File: src/rtl/dibht_pkg.sv
`default_nettype none
package dibht_pkg;

	localparam logic [31:0] HASH_MULT = 32'd2654435769;

	typedef enum logic [2:0] {
		OP_INSERT      = 3'd0,
		OP_FIND_SIZE   = 3'd1,
		OP_FIND_OFFSET = 3'd2,
		OP_SET_USE     = 3'd3,
		OP_REMOVE      = 3'd4
	} op_t;

	typedef enum logic [1:0] {
		ST_OK        = 2'd0,
		ST_NOT_FOUND = 2'd1,
		ST_INVALID   = 2'd2,
		ST_FULL      = 2'd3
	} status_t;

	typedef enum logic [2:0] {
		K_INSERT,
		K_FIND,
		K_SET,
		K_REMOVE,
		K_ERROR
	} kind_t;

	typedef struct packed {
		kind_t       kind;
		logic        by_size;
		logic        match_use;
		logic [31:0] offset;
		logic [31:0] size;
		logic        use_flag;
		logic [63:0] tag;
	} cmd_t;

	typedef struct packed {
		logic [31:0] offset;
		logic [31:0] size;
		logic        in_use;
		logic [63:0] tag;
	} rec_t;

endpackage
`default_nettype wire

File: src/rtl/dibht_front.sv
`default_nettype none
module dibht_front #(
	parameter int BW = 6,
	parameter int LB = 6
) (
	input  wire logic              clk,
	input  wire logic              arst_n,
	input  wire logic              in_valid,
	output logic                   in_ready,
	input  wire logic [2:0]        op,
	input  wire logic [31:0]       block_offset,
	input  wire logic [31:0]       block_size,
	input  wire logic              in_use_flag,
	input  wire logic [63:0]       tag,
	output logic                   q_valid,
	input  wire logic              q_ready,
	output dibht_pkg::cmd_t        q_cmd,
	output logic [BW-1:0]          q_bo,
	output logic [BW-1:0]          q_bs
);

	logic        vld_s1;
	logic [2:0]  op_s1;
	logic [31:0] off_s1;
	logic [31:0] sz_s1;
	logic        use_s1;
	logic [63:0] tag_s1;

	dibht_pkg::cmd_t cmd_w;
	logic [31:0]     prod_o;
	logic [31:0]     prod_s;
	logic            push;
	logic            pop;

	dibht_pkg::cmd_t fifo_cmd_q [2];
	logic [BW-1:0]   fifo_bo_q [2];
	logic [BW-1:0]   fifo_bs_q [2];
	logic            wp_q;
	logic            rp_q;
	logic [1:0]      cnt_q;

	assign push     = vld_s1 && (cnt_q != 2'd2);
	assign in_ready = !vld_s1 || push;
	assign q_valid  = (cnt_q != 2'd0);
	assign pop      = q_valid && q_ready;

	always_ff @(posedge clk or negedge arst_n) begin
		if (!arst_n) begin
			vld_s1 <= 1'b0;
		end else begin
			vld_s1 <= (in_valid && in_ready) || (vld_s1 && !push);
		end
	end

	always_ff @(posedge clk) begin
		if (in_valid && in_ready) begin
			op_s1  <= op;
			off_s1 <= block_offset;
			sz_s1  <= block_size;
			use_s1 <= in_use_flag;
			tag_s1 <= tag;
		end
	end

	// classify
	always_comb begin
		cmd_w.offset    = off_s1;
		cmd_w.size      = sz_s1;
		cmd_w.use_flag  = use_s1;
		cmd_w.tag       = tag_s1;
		cmd_w.match_use = 1'b0;
		cmd_w.by_size   = 1'b0;
		cmd_w.kind      = dibht_pkg::K_ERROR;
		case (op_s1)
			dibht_pkg::OP_INSERT: begin
				cmd_w.kind = dibht_pkg::K_INSERT;
			end
			dibht_pkg::OP_FIND_SIZE: begin
				cmd_w.kind      = dibht_pkg::K_FIND;
				cmd_w.by_size   = 1'b1;
				cmd_w.match_use = 1'b1;
			end
			dibht_pkg::OP_FIND_OFFSET: begin
				cmd_w.kind      = dibht_pkg::K_FIND;
				cmd_w.match_use = 1'b1;
			end
			dibht_pkg::OP_SET_USE, dibht_pkg::OP_REMOVE: begin
				cmd_w.by_size = (off_s1 == 32'd0);
				if ((off_s1 == 32'd0) != (sz_s1 == 32'd0)) begin
					cmd_w.kind = (op_s1 == dibht_pkg::OP_SET_USE) ?
						dibht_pkg::K_SET : dibht_pkg::K_REMOVE;
				end
			end
			default: begin
				cmd_w.kind = dibht_pkg::K_ERROR;
			end
		endcase
	end

	assign prod_o = off_s1 * dibht_pkg::HASH_MULT;
	assign prod_s = sz_s1 * dibht_pkg::HASH_MULT;

	always_ff @(posedge clk or negedge arst_n) begin
		if (!arst_n) begin
			wp_q  <= 1'b0;
			rp_q  <= 1'b0;
			cnt_q <= 2'd0;
		end else begin
			if (push) begin
				wp_q <= !wp_q;
			end
			if (pop) begin
				rp_q <= !rp_q;
			end
			cnt_q <= cnt_q + {1'b0, push} - {1'b0, pop};
		end
	end

	always_ff @(posedge clk) begin
		if (push) begin
			fifo_cmd_q[wp_q] <= cmd_w;
			fifo_bo_q[wp_q]  <= BW'(prod_o >> (32 - LB));
			fifo_bs_q[wp_q]  <= BW'(prod_s >> (32 - LB));
		end
	end

	assign q_cmd = fifo_cmd_q[rp_q];
	assign q_bo  = fifo_bo_q[rp_q];
	assign q_bs  = fifo_bs_q[rp_q];

endmodule
`default_nettype wire

File: config.mk
export PLATFORM = sky130hd
export DESIGN_NAME = dibht_front
export DESIGN_NICKNAME = d
export VERILOG_FILES = /design/src/rtl/dibht_pkg.sv /design/src/rtl/dibht_front.sv
export SDC_FILE = /design/constraint.sdc
export NUM_CORES = 2
export LEC_CHECK = 0
export ABC_AREA = 1
export BUFFER_PORTS_ARGS = -buffer_cell sky130_fd_sc_hd__buf_2
export CORE_MARGIN = 5
export CORE_UTILIZATION = 51
export CTS_BUF_LIST = sky130_fd_sc_hd__clkbuf_8
export CTS_CLUSTER_DIAMETER = 150
export CTS_CLUSTER_SIZE = 28
export DETAILED_ROUTE_END_ITERATION = 8
export PLACE_DENSITY = 0.82
export REMOVE_ABC_BUFFERS = 1
export SETUP_SLACK_MARGIN = 0.05
export SLEW_MARGIN = 25
export SYNTH_ARGS = -nofsm -noshare
export SYNTH_HDL_FRONTEND = slang
export SYNTH_SLANG_ARGS = --single-unit
File: constraint.sdc
create_clock -name clk -period 17.05 [get_ports clk]
set_input_delay 3.41 -clock clk [delete_from_list [all_inputs] [get_ports clk]]
set_output_delay 3.41 -clock clk [all_outputs]
set_load 0.02 [all_outputs]
==> impl_metrics.toml <==
[place]
dp_slack_ps = 10340
dp_hpwl_um = 69700
io_buffer_count = 283
dpl.cell_count = 4131
gp_congestion = 1.00

[floorplanning]
die_w_um = 270
placement_rows = 95
dieArea_mm2 = 0.0728
core_mm2 = 0.0670
die_height_um = 270
start_util_pct = 51.3
pin_count = 284

[critical_path]
cp.arrival_ps = 3500
slowest_delay_ps = 800
worst_setup_path_start_kind = "register"
critPathSlowestCell = "dfrtp_4"
worstPathRequired_ps = 13640
cp_cell_sequence = "inv_4 > buf_4 > buf_16 > nand2_1 > nand2_1 > buf_2"
crit_fanout = 66
worstSetupPathType = "register to primary output"
crit_buf_inv = 4
cp-end-kind = "primary output"
path_delay_family = "buffers and inverters"
cp_common_cell = "nand2_1"

[routing]
post_drt_wl_per_cell_um = 20.4
drc = 0
via_count = 21500
initialDrtViolationCount = 1488
vias_per_cell = 5.15
ant_nets = 0
firstDrtPassIters = 5
drt-total-wl_um = 85300

[synth]
netlist_top_cells_area = "edfxtp_1 (37%), fa_1 (27%), ha_1 (16%), inv_1 (7.7%), nand2_1 (6.9%)"
avgSynthCellArea_um2 = 11.5
ys_ff_latch = 429
synth.distinct_cells = 33
synth_top_family_by_area = "adder cells"
synthesis.area_mm2 = 0.0344
synthAdderAreaFrac_pct = 42.2
yosys_warnings = 0
netlist_instances = 3002
synth-edff-count = 424
synth_xor_area_share_pct = 1.47
ys_seq_area_share_pct = 37.4
yosysTopAreaCellShare_pct = 37.0
yosys_most_used_dff = "edfxtp_1"
yosys.area_share.simple_pct = 8.98
synth_mux_area_share_pct = 0
synthArstFlopShare_pct = 1.17
synth_compound_area_share_pct = 2.01
yosys.area.top_type = "edfxtp_1"

[timing]
max-slew-margin-rel_pct = 27.8
finalSetupTns_ps = 0
hold_violations = 0
rsz0062_at_grt = "no"
worst_pin_slew_ps = 1080
period_share_pct = 40.5
fmaxAchievable_ghz = 0.145
whs_ps = 461
skew_ps = 55.7
period_minus_slack_ps = 6910
setup_viol = 0
setup_slack_ps = 10140
drv_slew = 0

[layout]
nets = 4303
multiInputGateArea_mm2 = 0.0188
drive_above_1_share_pct = 9.99
stdcell_count = 4175
area_growth_pct = 8.43
seqCellArea_mm2 = 0.0129
nFillCells = 5608

[global_route]
overflow = 0
grt_antenna_before_repair = 12
grt_max_degree = 137
grt_usage_pct = 23.6
grt_pass1_vias = 23000
grt_pass1_wl_um = 132000

[cts]
cts.clk_slew.worst_paths_ps = 160
clkLatencyLatePin_ps = 680
cts_hold_buf = 0
cts_tree = "yes"
cts_made_buffers = 20
cts_setup_buffers = 0
cts_resized = 0
max-clock-path-buffers = 3
clkSinkCount = 429
cts_max_level = 1
cts_root_buffer = "clkbuf_8"

[worst_hold_path]
hold_path.class = "register to register"

[flow_run]
maxCapViolCount = 0

[run_status]
status = "completed"
per-stage QoR:
stage          instance area, um2  utilization (%)
2_1_floorplan               34300                -
6_report                    37300             55.7
3_5_place_dp                36900             55.0
4_1_cts                     37300             55.6
3_3_place_gp                36900             55.0
5_1_grt                     37300             55.7
cells in the mapped netlist (all sizes together) (2+ instances only):
master  instances
o21a            7
nand2         632
xor2           28
nor3           10
ha            430
a21o            5
nand3          44
edfxtp        424
a21oi          51
dfrtp           5
xnor2          27
nor4            8
o21bai          6
buf             4
fa            456
a31o            3
inv           704
nand3b         10
a211oi          2
a221oi          2
a21boi          2
o31ai           2
nor2           54
o211ai          4
clkbuf         28
nand4          15
o21ai          35
or2             2
layer usage:
| layer | share of wire, % | vias to the layer above | track usage, % |
|---|---|---|---|
| met2 | 47 | 746 | 38.3 |
| met4 | 3.7 | 4 | 8.06 |
| met3 | 8.4 | 136 | 6.13 |
| met1 | 41 | 10700 | 31.2 |
| li1 | - | 9949 | - |
| met5 | 0.032 | - | 0 |
registers in the layout, summed over array words and instances (netlist names):
signal and flops:
rp_q 1, fifo_bs_q 12, tag_s1 64, fifo_cmd_q 268
vld_s1 1, wp_q 1, op_s1 3, off_s1 32
use_s1 1, fifo_bo_q 12, sz_s1 32, cnt_q 2
cells in the final DEF (no fill, tap or decap), types with 3 or more instances in the layout:
master	count
a21o_1	5
a21oi_1	51
a31o_2	3
buf_2	283
buf_4	3
clkbuf_8	20
dfrtp_1	4
diode_2	9
edfxtp_1	424
fa_1	456
ha_1	430
inv_1	710
inv_6	3
nand2_1	630
nand3_1	44
nand3b_1	10
nand4_1	15
nor2_1	52
nor3_1	10
nor4_1	8
o211ai_1	4
o21a_1	7
o21ai_0	35
o21bai_1	6
xnor2_1	25
xor2_1	27
cell families after synthesis:
group / Yosys count
fa+ha+maj: 886
xor+xnor: 55
simple gates: 776
flops: 429
buf+inv: 736
compound gates: 120
worst register-to-register path, cell delays in order, from the launching register on:
cell and delay, ps:
edfxtp_1 660, inv_1 240, fa_1 510, fa_1 510, inv_1 60, fa_1 550
inv_1 60, fa_1 480, fa_1 590, inv_1 60, fa_1 450, fa_1 510
fa_1 410, ha_1 390, nand2_1 110, nor2_1 140, nand3_1 120, nor3_1 200
o21ai_0 180, nand2_1 100, xor2_1 230
layout make-up:
class | instances | area share (%)
Inverter | 704 | 7.10
Clock buffer | 20 | 0.738
Clock inverter | 14 | 0.268
Antenna cell | 9 | 0.0603
Multi-Input combinational cell | 1837 | 50.4
Tap cell | 873 | 2.93
Sequential cell | 429 | 34.5
Timing Repair Buffer | 289 | 4.04
worst paths after layout:
check / end / slack, ps / cells past startpoint / from
worst max-delay path: q_bs[5] / 10140 / 6 / rp_q
worst min-delay path: fifo_cmd_q[1][11] / 460 / 0 / tag_s1[11]
worst max register to register: fifo_bo_q[0][3] / 10270 / 20 / off_s1[15]
worst min register to register: fifo_cmd_q[1][11] / 460 / 0 / tag_s1[11]
max in group asynchronous: rp_q / 14370 / 1 / arst_n
min in group asynchronous: rp_q / 2540 / 1 / arst_n
Power is not shown: default switching activity piles up to over one toggle a cycle in this logic, so the estimate is an artifact.
